## config.mk

```make
export PLATFORM = sky130hd
export DESIGN_NAME = servo_goal_packet_framer_unit
export DESIGN_NICKNAME = d
export VERILOG_FILES = /design/src/rtl/sgpf_pkg.sv /design/src/rtl/servo_goal_packet_framer_unit.sv /design/src/rtl/sgpf_front.sv /design/src/rtl/sgpf_queue.sv /design/src/rtl/sgpf_back.sv
export SDC_FILE = /design/constraint.sdc
export NUM_CORES = 1
export LEC_CHECK = 0
export BUFFER_PORTS_ARGS = -buffer_cell sky130_fd_sc_hd__buf_2
export CORE_ASPECT_RATIO = 0.7
export CORE_UTILIZATION = 62
export CTS_CLUSTER_SIZE = 10
export DETAILED_ROUTE_END_ITERATION = 6
export PLACE_DENSITY = 0.77
export SLEW_MARGIN = 20
export SYNTH_ARGS = -nofsm -noshare
export SYNTH_HDL_FRONTEND = slang
export SYNTH_HIERARCHICAL = 1
export SYNTH_SLANG_ARGS = --single-unit
```

## constraint.sdc

```tcl
create_clock -name clk -period 6.1 [get_ports clk]
set_clock_uncertainty 0.05 [all_clocks]
set_input_delay 0.61 -clock clk [delete_from_list [all_inputs] [get_ports clk]]
set_output_delay 0.61 -clock clk [all_outputs]
set_load 0.03 [all_outputs]
```

## src/rtl/sgpf_pkg.sv

```systemverilog
// Shared types and constants for the servo goal packet framer.
package sgpf_pkg;

	typedef struct packed {
		logic [7:0] servo_id;
		logic [9:0] goal_angle;
		logic [9:0] move_speed;
	} cmd_t;

	typedef struct packed {
		logic [7:0] tx_byte;
		logic       last_byte;
	} pkt_t;

	typedef struct packed {
		logic [7:0]  servo_id;
		logic [11:0] pos;
		logic [9:0]  speed;
		logic [7:0]  chk;
		logic        deg;
		logic [1:0]  reps_m1;
	} desc_t;

	localparam int CFG_IDX_W  = 2;
	localparam int CFG_DATA_W = 3;

	localparam logic [CFG_IDX_W-1:0] CFG_DEGREE_MODE  = 2'd0;
	localparam logic [CFG_IDX_W-1:0] CFG_REPEAT_COUNT = 2'd1;
	localparam logic [CFG_IDX_W-1:0] CFG_STOP         = 2'd2;

	localparam logic [7:0] HDR_BYTE    = 8'hFF;
	localparam logic [7:0] PKT_LEN     = 8'h07;
	localparam logic [7:0] INSTR_WRITE = 8'h03;
	localparam logic [7:0] GOAL_REG    = 8'h1E;

	localparam logic [4:0] RAW_HDR  = 5'd2;
	localparam logic [4:0] DEG_HDR  = 5'd8;
	localparam logic [4:0] RAW_LAST = 5'd10;
	localparam logic [4:0] DEG_LAST = 5'd16;

	localparam logic [4:0] BODY_ID     = 5'd0;
	localparam logic [4:0] BODY_LEN    = 5'd1;
	localparam logic [4:0] BODY_INSTR  = 5'd2;
	localparam logic [4:0] BODY_REG    = 5'd3;
	localparam logic [4:0] BODY_POS_L  = 5'd4;
	localparam logic [4:0] BODY_POS_H  = 5'd5;
	localparam logic [4:0] BODY_SPD_L  = 5'd6;
	localparam logic [4:0] BODY_SPD_H  = 5'd7;
	localparam logic [4:0] BODY_CHK    = 5'd8;

	localparam logic [2:0] MAX_REPEAT = 3'd4;

	// floor(4a/10) == (a * RECIP) >> RECIP_SHIFT for every 10-bit a
	localparam logic [11:0] RECIP       = 12'd3277;
	localparam int          RECIP_SHIFT = 13;

	localparam int QDEPTH   = 2;
	localparam int QPTR_W   = 1;
	localparam int QCOUNT_W = 2;

endpackage

```

## src/rtl/servo_goal_packet_framer_unit.sv

```systemverilog
// Top level of the servo goal packet framer.
//
// Commands (servo id, goal angle, speed) enter on the cmd channel and leave
// as a byte stream on the pkt channel, one byte per accepted pkt item, with
// last_byte set on the final byte that a command causes. Both channels use
// valid/ready. The config port writes degree_mode, repeat_count and stop by
// index; the user must write them only while the block is idle, which the
// block does not enforce. A raw-mode command gives 11 bytes times repeat_count
// (0 counts as 1, above 4 as 4); a degree-mode command gives 17 bytes, or
// none while stop is set. The byte sequencer emits one byte per cycle while
// pkt_ready allows, and packets of successive commands follow with no gap
// when the next descriptor is queued. A command passes the front-end stage
// register, then the two-entry descriptor queue, which lets commands keep
// arriving while a packet streams out, then the sequencer. Reset clears the
// queue and the output register and sets the config registers to raw mode,
// one repeat, stop off. When the receiver holds pkt_ready low, the current
// byte holds and the queue fills, then cmd_ready drops.
module servo_goal_packet_framer_unit (
	input  logic                            clk,
	input  logic                            arst_n,
	input  logic                            cmd_valid,
	output logic                            cmd_ready,
	input  sgpf_pkg::cmd_t                  cmd,
	output logic                            pkt_valid,
	input  logic                            pkt_ready,
	output sgpf_pkg::pkt_t                  pkt,
	input  logic                            cfg_we,
	input  logic [sgpf_pkg::CFG_IDX_W-1:0]  cfg_idx,
	input  logic [sgpf_pkg::CFG_DATA_W-1:0] cfg_data
);
	import sgpf_pkg::*;

	logic  push_valid;
	logic  push_ready;
	desc_t push_data;
	logic  q_valid;
	logic  q_ready;
	desc_t q_data;

	sgpf_front u_front (
		.clk        (clk),
		.arst_n     (arst_n),
		.cmd_valid  (cmd_valid),
		.cmd_ready  (cmd_ready),
		.cmd        (cmd),
		.cfg_we     (cfg_we),
		.cfg_idx    (cfg_idx),
		.cfg_data   (cfg_data),
		.push_valid (push_valid),
		.push_ready (push_ready),
		.push_data  (push_data)
	);

	sgpf_queue u_queue (
		.clk      (clk),
		.arst_n   (arst_n),
		.wr_valid (push_valid),
		.wr_ready (push_ready),
		.wr_data  (push_data),
		.rd_valid (q_valid),
		.rd_ready (q_ready),
		.rd_data  (q_data)
	);

	sgpf_back u_back (
		.clk       (clk),
		.arst_n    (arst_n),
		.q_valid   (q_valid),
		.q_ready   (q_ready),
		.q_data    (q_data),
		.pkt_valid (pkt_valid),
		.pkt_ready (pkt_ready),
		.pkt       (pkt)
	);

endmodule

```

## src/rtl/sgpf_front.sv

```systemverilog
// Front end: config registers, command intake, angle scaling and checksum.
module sgpf_front (
	input  logic                           clk,
	input  logic                           arst_n,
	input  logic                           cmd_valid,
	output logic                           cmd_ready,
	input  sgpf_pkg::cmd_t                 cmd,
	input  logic                           cfg_we,
	input  logic [sgpf_pkg::CFG_IDX_W-1:0] cfg_idx,
	input  logic [sgpf_pkg::CFG_DATA_W-1:0] cfg_data,
	output logic                           push_valid,
	input  logic                           push_ready,
	output sgpf_pkg::desc_t                push_data
);
	import sgpf_pkg::*;

	logic       degree_mode_q;
	logic [2:0] repeat_count_q;
	logic       stop_q;

	logic       valid_s1;
	logic       drop_s1;
	logic       deg_s1;
	logic [1:0] reps_s1;
	logic [7:0] id_s1;
	logic [9:0] angle_s1;
	logic [9:0] speed_s1;
	logic [8:0] quot_s1;

	logic [21:0] prod;
	logic [1:0]  reps_m1;
	logic        advance;
	logic [11:0] pos;
	logic [7:0]  sum;

	assign prod = 22'(cmd.goal_angle) * 22'(RECIP);

	always_comb begin
		if (repeat_count_q == 3'd0) begin
			reps_m1 = 2'd0;
		end else if (repeat_count_q > MAX_REPEAT) begin
			reps_m1 = 2'd3;
		end else begin
			reps_m1 = 2'(repeat_count_q - 3'd1);
		end
	end

	assign advance    = drop_s1 || push_ready;
	assign cmd_ready  = !valid_s1 || advance;
	assign push_valid = valid_s1 && !drop_s1;

	always_comb begin
		if (deg_s1) begin
			pos = {1'b0, angle_s1, 1'b0} + 12'(angle_s1) + 12'(quot_s1);
		end else begin
			pos = 12'(angle_s1);
		end
		sum = id_s1 + PKT_LEN + INSTR_WRITE + GOAL_REG + pos[7:0] + {4'b0, pos[11:8]}
			+ speed_s1[7:0] + {6'b0, speed_s1[9:8]};
	end

	assign push_data = '{servo_id: id_s1, pos: pos, speed: speed_s1, chk: ~sum,
		deg: deg_s1, reps_m1: reps_s1};

	always_ff @(posedge clk or negedge arst_n) begin
		if (!arst_n) begin
			degree_mode_q  <= 1'b0;
			repeat_count_q <= 3'd1;
			stop_q         <= 1'b0;
		end else if (cfg_we) begin
			case (cfg_idx)
				CFG_DEGREE_MODE:  degree_mode_q  <= cfg_data[0];
				CFG_REPEAT_COUNT: repeat_count_q <= cfg_data;
				CFG_STOP:         stop_q         <= cfg_data[0];
				default:          ;
			endcase
		end
	end

	always_ff @(posedge clk or negedge arst_n) begin
		if (!arst_n) begin
			valid_s1 <= 1'b0;
		end else if (cmd_ready) begin
			valid_s1 <= cmd_valid;
		end
	end

	always_ff @(posedge clk) begin
		if (cmd_valid && cmd_ready) begin
			drop_s1  <= degree_mode_q && stop_q;
			deg_s1   <= degree_mode_q;
			reps_s1  <= degree_mode_q ? 2'd0 : reps_m1;
			id_s1    <= cmd.servo_id;
			angle_s1 <= cmd.goal_angle;
			speed_s1 <= cmd.move_speed;
			quot_s1  <= prod[RECIP_SHIFT+8:RECIP_SHIFT];
		end
	end

endmodule

```

## src/rtl/sgpf_queue.sv

```systemverilog
// Short descriptor queue between the front end and the byte sequencer.
module sgpf_queue (
	input  logic            clk,
	input  logic            arst_n,
	input  logic            wr_valid,
	output logic            wr_ready,
	input  sgpf_pkg::desc_t wr_data,
	output logic            rd_valid,
	input  logic            rd_ready,
	output sgpf_pkg::desc_t rd_data
);
	import sgpf_pkg::*;

	desc_t                mem_q [QDEPTH];
	logic [QPTR_W-1:0]    wr_ptr_q;
	logic [QPTR_W-1:0]    rd_ptr_q;
	logic [QCOUNT_W-1:0]  count_q;
	logic                 push;
	logic                 pop;

	assign wr_ready = count_q != QCOUNT_W'(QDEPTH);
	assign rd_valid = count_q != '0;
	assign rd_data  = mem_q[rd_ptr_q];
	assign push     = wr_valid && wr_ready;
	assign pop      = rd_valid && rd_ready;

	always_ff @(posedge clk) begin
		if (push) begin
			mem_q[wr_ptr_q] <= wr_data;
		end
	end

	always_ff @(posedge clk or negedge arst_n) begin
		if (!arst_n) begin
			wr_ptr_q <= '0;
			rd_ptr_q <= '0;
			count_q  <= '0;
		end else begin
			if (push) begin
				wr_ptr_q <= (wr_ptr_q == QPTR_W'(QDEPTH - 1)) ? '0 : wr_ptr_q + 1'b1;
			end
			if (pop) begin
				rd_ptr_q <= (rd_ptr_q == QPTR_W'(QDEPTH - 1)) ? '0 : rd_ptr_q + 1'b1;
			end
			case ({push, pop})
				2'b10:   count_q <= count_q + 1'b1;
				2'b01:   count_q <= count_q - 1'b1;
				default: count_q <= count_q;
			endcase
		end
	end

	a_count_bound: assert property (@(posedge clk) disable iff (!arst_n)
		count_q <= QCOUNT_W'(QDEPTH))
		else $error("queue count beyond depth");

	a_ptr_gap: assert property (@(posedge clk) disable iff (!arst_n)
		(count_q == '0 || count_q == QCOUNT_W'(QDEPTH)) |-> wr_ptr_q == rd_ptr_q)
		else $error("queue pointers disagree with count");

	a_push_count: assert property (@(posedge clk) disable iff (!arst_n)
		push && !pop |=> count_q == $past(count_q) + 1'b1)
		else $error("push lost");

endmodule

```

## src/rtl/sgpf_back.sv

```systemverilog
// Back end: walks each descriptor byte by byte into the output register.
module sgpf_back (
	input  logic            clk,
	input  logic            arst_n,
	input  logic            q_valid,
	output logic            q_ready,
	input  sgpf_pkg::desc_t q_data,
	output logic            pkt_valid,
	input  logic            pkt_ready,
	output sgpf_pkg::pkt_t  pkt
);
	import sgpf_pkg::*;

	logic       busy_q;
	logic       out_valid_q;
	pkt_t       out_q;
	desc_t      cur_q;
	logic [4:0] idx_q;
	logic [1:0] rep_q;

	logic       adv;
	logic       emit;
	logic       final_c;
	logic       load;
	logic [4:0] hdr;
	logic [4:0] last_idx;
	logic [4:0] body_idx;
	logic [7:0] byte_c;

	assign hdr      = cur_q.deg ? DEG_HDR : RAW_HDR;
	assign last_idx = cur_q.deg ? DEG_LAST : RAW_LAST;
	assign body_idx = idx_q - hdr;
	assign adv      = !out_valid_q || pkt_ready;
	assign emit     = busy_q && adv;
	assign final_c  = (idx_q == last_idx) && (rep_q == cur_q.reps_m1);
	assign load     = (!busy_q || (emit && final_c)) && q_valid;
	assign q_ready  = load;

	always_comb begin
		if (idx_q < hdr) begin
			byte_c = HDR_BYTE;
		end else begin
			case (body_idx)
				BODY_ID:    byte_c = cur_q.servo_id;
				BODY_LEN:   byte_c = PKT_LEN;
				BODY_INSTR: byte_c = INSTR_WRITE;
				BODY_REG:   byte_c = GOAL_REG;
				BODY_POS_L: byte_c = cur_q.pos[7:0];
				BODY_POS_H: byte_c = {4'b0, cur_q.pos[11:8]};
				BODY_SPD_L: byte_c = cur_q.speed[7:0];
				BODY_SPD_H: byte_c = {6'b0, cur_q.speed[9:8]};
				BODY_CHK:   byte_c = cur_q.chk;
				default:    byte_c = HDR_BYTE;
			endcase
		end
	end

	assign pkt_valid = out_valid_q;
	assign pkt       = out_q;

	always_ff @(posedge clk or negedge arst_n) begin
		if (!arst_n) begin
			busy_q      <= 1'b0;
			out_valid_q <= 1'b0;
		end else begin
			if (adv) begin
				out_valid_q <= busy_q;
			end
			if (load) begin
				busy_q <= 1'b1;
			end else if (emit && final_c) begin
				busy_q <= 1'b0;
			end
		end
	end

	always_ff @(posedge clk) begin
		if (emit) begin
			out_q <= '{tx_byte: byte_c, last_byte: final_c};
		end
		if (load) begin
			cur_q <= q_data;
			idx_q <= '0;
			rep_q <= '0;
		end else if (emit) begin
			if (idx_q == last_idx) begin
				idx_q <= '0;
				rep_q <= rep_q + 1'b1;
			end else begin
				idx_q <= idx_q + 1'b1;
			end
		end
	end

	a_idx_bound: assert property (@(posedge clk) disable iff (!arst_n)
		busy_q |-> idx_q <= last_idx)
		else $error("byte index past packet end");

	a_deg_single: assert property (@(posedge clk) disable iff (!arst_n)
		busy_q && cur_q.deg |-> rep_q == 2'd0)
		else $error("degree packet repeated");

	a_idle_after_final: assert property (@(posedge clk) disable iff (!arst_n)
		emit && final_c && !q_valid |=> !busy_q)
		else $error("sequencer busy after final byte");

endmodule

```

==> results of run 1 <==
final cells by class:
| cell class | count | area [sq um] | share of cell area |
|---|---|---|---|
| Clock buffer | 24 | 578 | 0.0495 |
| Clock inverter | 8 | 93.8 | 0.00803 |
| Multi-Input combinational cell | 445 | 4410 | 0.377 |
| Tap cell | 225 | 282 | 0.0241 |
| Inverter | 109 | 422 | 0.0361 |
| Timing Repair Buffer | 52 | 270 | 0.0231 |
| Sequential cell | 192 | 5640 | 0.482 |
through the flow:
stage / util / power (mW) / std cells / hold slack [ps]
after floorplan: - / 4.30 / 762 / 264
after global placement: 0.668 / 4.81 / 1023 / 383
after detailed placement: 0.668 / 4.93 / 1023 / 388
after CTS: 0.709 / 6.17 / 1055 / 8.12
after global routing: 0.709 / 6.61 / 1055 / 10.7
final: 0.709 / 6.15 / 1055 / 9.67
power breakdown:
group	total [mW]	leakage [nW]	switching (mW)	internal, mW
Sequential	2.17	1.80	0.153	2.02
Combinational	2.77	2.68	1.57	1.20
Clock	1.21	0.332	0.495	0.719
Total	6.15	4.81	2.22	3.94
per-layer routing:
layer | vias to the layer above | track usage
li1 | 2823 | -
met1 | 2853 | 0.357
met2 | 173 | 0.369
met3 | 23 | 0.0438
met4 | 0 | 0.0660
met5 | - | 0
worst max-delay path, cell delays in order, from the launching register on:
cell and delay, ps:
edfxtp_1 450, fa_1 530, ha_1 310, a21o_1 170
a21oi_2 180, o21ai_2 80, a2111o_1 440, a41oi_2 200
xnor2_1 160, nand2_1 100, fa_1 570, inv_1 50
ha_1 340, fa_1 470, a21o_1 170, a21oi_1 210
o21bai_1 90, a21oi_1 210, xnor2_1 160, xnor2_1 100
logic make-up (layout without fill, tap and decap cells):
group,count (synthesis),after routing,share of synthesized area
mux,61,61,0.0641
buf+inv,125,193,0.0525
flops,192,192,0.533
compound gates,90,90,0.0623
xor+xnor,36,36,0.0298
simple gates,117,117,0.0585
fa+ha+maj,141,141,0.200
how the worst min path moves through the flow:
stage                            start             endpoint  cells past startpoint
detailed placement  u_front/reps_s1[1]  u_queue/mem_q[0][1]                      0
global placement    u_front/reps_s1[1]  u_queue/mem_q[0][1]                      0
floorplan                       arst_n        u_back/busy_q                      0
global route                    arst_n     u_queue/wr_ptr_q                      1
CTS                             arst_n     u_queue/wr_ptr_q                      1
finish                          arst_n   u_queue/count_q[1]                      1
placed cells by master (no fill, tap or decap), types with 4 or more instances in the layout:
| cell | netlist | routed |
|---|---|---|
| o21ai_1 | 4 | 4 |
| a21oi_1 | 24 | 24 |
| mux2i_1 | 7 | 7 |
| nor3_1 | 6 | 6 |
| buf_4 | 3 | 4 |
| a21o_1 | 9 | 9 |
| nand2b_1 | 6 | 6 |
| xnor2_1 | 20 | 20 |
| dfrtp_1 | 11 | 11 |
| clkbuf_16 | 0 | 22 |
| nand2_1 | 31 | 31 |
| nor2_1 | 25 | 24 |
| mux2_2 | 51 | 51 |
| ha_1 | 94 | 94 |
| o21ai_0 | 5 | 5 |
| a22oi_1 | 6 | 6 |
| edfxtp_1 | 173 | 173 |
| dfxtp_1 | 7 | 7 |
| nand3_1 | 13 | 13 |
| xor2_1 | 16 | 16 |
| o211ai_1 | 4 | 4 |
| buf_2 | 2 | 48 |
| nor2b_1 | 7 | 6 |
| fa_1 | 47 | 47 |
| inv_6 | 0 | 5 |
| inv_1 | 106 | 106 |
flip-flops by register name, summed over array words and instances, names as in the netlist, 2 cells and up:
name                    flops
u_queue/mem_q              82
u_back/cur_q               41
u_front/angle_s1           10
u_front/speed_s1           10
u_back/pkt                  9
u_front/quot_s1             9
u_front/id_s1               8
u_back/idx_q                5
u_front/repeat_count_q      3
u_back/rep_q                2
u_front/reps_s1             2
u_queue/count_q             2
==> run_results.csv, run 1 <==
group,metric,value,unit
status,status,"completed",
setup_path,critical_path.startpoint,"u_front/angle_s1[1]",
logic_synthesis,synth_common_cells,"edfxtp_1, inv_1, ha_1",
clocking,postCtsResizedCells,0,
placed_design,pre_cts_ws,768,ps
power_and_ir_drop,p_leak,4.81,nW
timing,period_share,0.874,
job,drv_cap,0,
layout,area_growth,10.5,%
layout,stdcell_area,11700,sq um
clocking,cts-hold-fix-buffers,0,
placed_design,routabilityCongestion,0.853,
layout,drive_gt1_frac,0.188,
detailed_routing,drc,0,
logic_synthesis,syn-cell-area,10600,sq um
detailed_routing,viasPerCell,5.57,
logic_synthesis,yosysTopAreaCell,"edfxtp_1",
timing,tightest_slew,1090,ps
logic_synthesis,ys_ff_latch,192,
global_routing,overflow,0,
floorplanning,ios,49,
power_and_ir_drop,ir_worst_vdd,0.288,mV
detailed_routing,wl_met2,8600,microns
setup_path,critPathRequiredTime,6210,ps
layout,antenna_cells,0,
logic_synthesis,synth_enable_flop_cells,173,
timing,relSlewSlack,0.276,
logic_synthesis,synth.yosys.seq_area_share,0.533,
setup_path,crit_path_max_fanout,3,
global_routing,track_usage,0.241,
detailed_routing,vias,5872,
floorplanning,num_rows,39,
layout,fill_cells,1124,
clocking,clock_latency,430,ps
logic_synthesis,synth_cells,762,
detailed_routing,ant_nets,0,
setup_path,crit_path_end_kind,"register",
logic_synthesis,syn_area_per_cell,13.9,sq um
logic_synthesis,ys_top_cells_by_area,"edfxtp_1, ha_1, fa_1, mux2_2, inv_1",
floorplanning,dieArea,17600,sq um
detailed_routing,wl_met1,9290,microns
logic_synthesis,synth_top_area_share,0.491,
global_routing,grt_pass1_vias,6160,
setup_path,critPathKind,"reg -> reg",
floorplanning,start_util,0.642,
setup_path,r2r_end,"u_queue/mem_q[0][10]",
logic_synthesis,yosysMostFrequentCell,"edfxtp_1",
global_routing,grt_max_degree,42,
setup_path,rr_startpoint,"u_front/angle_s1[1]",
clocking,cts_htree_levels,4,
detailed_routing,dr.pass1.iters,5,
floorplanning,dieWidth,158,microns
clocking,cts_setup_buffers,0,
setup_path,ff2ff_path_depth,19,
floorplanning,core,16500,sq um
floorplanning,die_height,111,microns
clocking,tritoncts,"yes",
setup_path,cp_data_arrival_time,5440,ps
setup_path,reg2reg_slack,770,ps
detailed_routing,highest_layer,"met4",
detailed_routing,drt_iter0_drc,455,
timing,finalWorstSetupSlack,772,ps
logic_synthesis,synth_cell_types,74,
logic_synthesis,synth_nets,941,
setup_path,cp-endpoint,"u_queue/mem_q[0][10]",
power_and_ir_drop,power_density,526,nW/um^2
global_routing,grt_first_pass_wirelength,31500,microns
timing,tns,0,ps
setup_path,crit_path_start_kind,"register",
timing,max_freq,188,MHz
placed_design,io_buffers,48,
timing,slew_viol_final,0,
clocking,cts.reportedPaths.clkPinSlew,70,ps
placed_design,place_area,11000,sq um
clocking,cts_root_buffer,"clkbuf_16",
timing,setup_violations,0,
detailed_routing,wl_per_cell,18.2,microns
clocking,cts_num_sinks,192,
timing,period_minus_slack,5330,ps
clocking,cts_made_buffers,17,
clocking,cts_max_path_buffers,2,
timing,finalHoldViolCount,0,
placed_design,dp_hpwl,13900,microns
timing,rsz0062_at_grt,"no",
worst_hold_path,hold_path_class,"in -> async",
logic_synthesis,yosys_warnings,6,
layout,fin_nets,996,
logic_synthesis,ys_async_sr_fraction,0.0625,
global_routing,antenna_found_initial,0,
detailed_routing,wirelength,19200,microns
detailed_routing,wl_met3,1070,microns
logic_synthesis,synthFlopType,"edfxtp_1",
(Power assumes the default switching activity.)
==> run 2: changes to the inputs <==
- CORE_MARGIN: not set -> 3
==> run_results.csv, run 2 (synthesis gave the netlist of run 1 again) <==
group,metric,value,unit
timing,period_minus_slack,5300,ps
setup_path,crit_path_start_kind,"register",
clocking,clock_latency,430,ps
clocking,cts_setup_buffers,0,
job,drv_cap,0,
setup_path,critPathRequiredTime,6210,ps
layout,reg.largest.list,"u_queue/mem_q (82), u_back/cur_q (41)",
worst_hold_path,hold_path.startpoint,"cmd[6]",
floorplanning,die_height,115,microns
layout,drive_gt1_frac,0.188,
global_routing,grt_pass1_vias,6183,
timing,finalHoldViolCount,0,
timing,finalWorstSetupSlack,805,ps
power_and_ir_drop,power.total,6.09,mW
clocking,cts_num_sinks,192,
setup_path,crit_path_max_fanout,3,
timing,period_share,0.868,
layout,regMostFlops,"u_queue/mem_q",
clocking,tritoncts,"yes",
placed_design,io_buffers,48,
layout,final_common_cell,"edfxtp_1",
worst_hold_path,hold_end,"u_front/speed_s1[6]",
global_routing,antenna_found_initial,0,
layout,largest_reg_flops,82,
detailed_routing,vias,5946,
floorplanning,ios,49,
power_and_ir_drop,p_leak,4.79,nW
detailed_routing,viasPerCell,5.63,
detailed_routing,wirelength,19600,microns
timing,rsz0062_at_grt,"no",
layout,layout_common_cells,"edfxtp_1, inv_1, ha_1",
clocking,cts.reportedPaths.clkPinSlew,80,ps
status,status,"completed",
timing,slew_viol_final,0,
clocking,cts_made_buffers,17,
timing,tightest_slew,1100,ps
global_routing,overflow,0,
setup_path,crit_path_end_kind,"register",
floorplanning,dieWidth,162,microns
global_routing,track_usage,0.224,
detailed_routing,drt_iter0_drc,533,
global_routing,grt_max_degree,47,
global_routing,grt_first_pass_wirelength,32000,microns
timing,max_freq,189,MHz
clocking,cts_root_buffer,"clkbuf_16",
floorplanning,start_util,0.642,
power_and_ir_drop,power_density,523,nW/um^2
worst_hold_path,hold_depth,1,
clocking,cts_max_path_buffers,2,
detailed_routing,drc,0,
timing,relSlewSlack,0.265,
setup_path,r2r_end,"u_queue/mem_q[0][10]",
floorplanning,dieArea,18700,sq um
setup_path,critical_path.startpoint,"u_front/angle_s1[1]",
placed_design,pre_cts_ws,800,ps
floorplanning,num_rows,39,
layout,area_growth,10.1,%
clocking,cts_htree_levels,4,
setup_path,rr_startpoint,"u_front/angle_s1[1]",
power_and_ir_drop,ir_worst_vdd,0.317,mV
detailed_routing,wl_per_cell,18.5,microns
floorplanning,core,16500,sq um
timing,tns,0,ps
timing,setup_violations,0,
setup_path,ff2ff_path_depth,19,
setup_path,critPathKind,"reg -> reg",
detailed_routing,ant_nets,0,
placed_design,routabilityCongestion,0.886,
layout,fin_nets,997,
layout,antenna_cells,0,
detailed_routing,dr.pass1.iters,5,
worst_hold_path,hold_path_class,"in -> reg",
setup_path,reg2reg_slack,800,ps
placed_design,dp_hpwl,14300,microns
setup_path,cp_data_arrival_time,5400,ps
-- run 2: worst max-delay path by stage --
| stage | end | slack [ps] | cells past startpoint |
|---|---|---|---|
| final | u_queue/mem_q[0][10] | 800 | 19 |
| after global routing | u_queue/mem_q[1][10] | 490 | 19 |
| after CTS | u_queue/mem_q[0][10] | 790 | 19 |
| after detailed placement | u_queue/mem_q[0][10] | 800 | 19 |
| after global placement | u_queue/mem_q[0][10] | 930 | 19 |
| after floorplan | u_queue/mem_q[0][10] | 1140 | 19 |
-- run 2: layer usage --
metal / global-route usage / vias up / share of wire
met5: 0 / - / 0
met4: 0.0795 / 0 / 0.019
met3: 0.0403 / 26 / 0.053
met2: 0.341 / 147 / 0.45
met1: 0.329 / 2945 / 0.48
li1: - / 2828 / -
-- run 2: repair_timing --
| item | CTS | global route |
|---|---|---|
| endpoints found under the hold margin | 11 | 0 |
| resized for setup | 0 | 0 |
| hold buffers | 1 | 0 |
-- run 2: final cells by class --
type,count,area [sq um]
flip-flops and latches,192,5640
fillers,1155,4840
multi-input cells,445,4410
clock buffers,18,450
inverters,109,422
well taps,225,282
repair buffers,53,280
clock inverters,14,173
-- run 2: through the flow --
| step | hold WS (ps) | cell area [sq um] | cells | util |
|---|---|---|---|---|
| 6_report | 294 | 11600 | 1056 | 0.706 |
| 5_1_grt | 275 | 11600 | 1056 | 0.706 |
| 4_1_cts | 277 | 11600 | 1056 | 0.706 |
| 3_3_place_gp | 380 | 11000 | 1023 | 0.668 |
| 3_5_place_dp | 397 | 11000 | 1023 | 0.668 |
| 2_1_floorplan | 264 | 10600 | 762 | - |
-- run 2: critical path: stages (launching register included) --
cell      delay, ps
edfxtp_1        460
fa_1            540
ha_1            320
a21o_1          170
a21oi_2         190
o21ai_2          70
a2111o_1        440
a41oi_2         200
xnor2_1         150
nand2_1         110
fa_1            580
inv_1            40
ha_1            330
fa_1            460
a21o_1          180
a21oi_1         210
o21bai_1        100
a21oi_1         170
xnor2_1         150
xnor2_1         110
-- run 2: power breakdown --
part           total [mW]  internal, mW  switching (mW)
combinational        2.78          1.19            1.60
sequential           2.17          2.02           0.155
clock                1.13         0.584           0.545
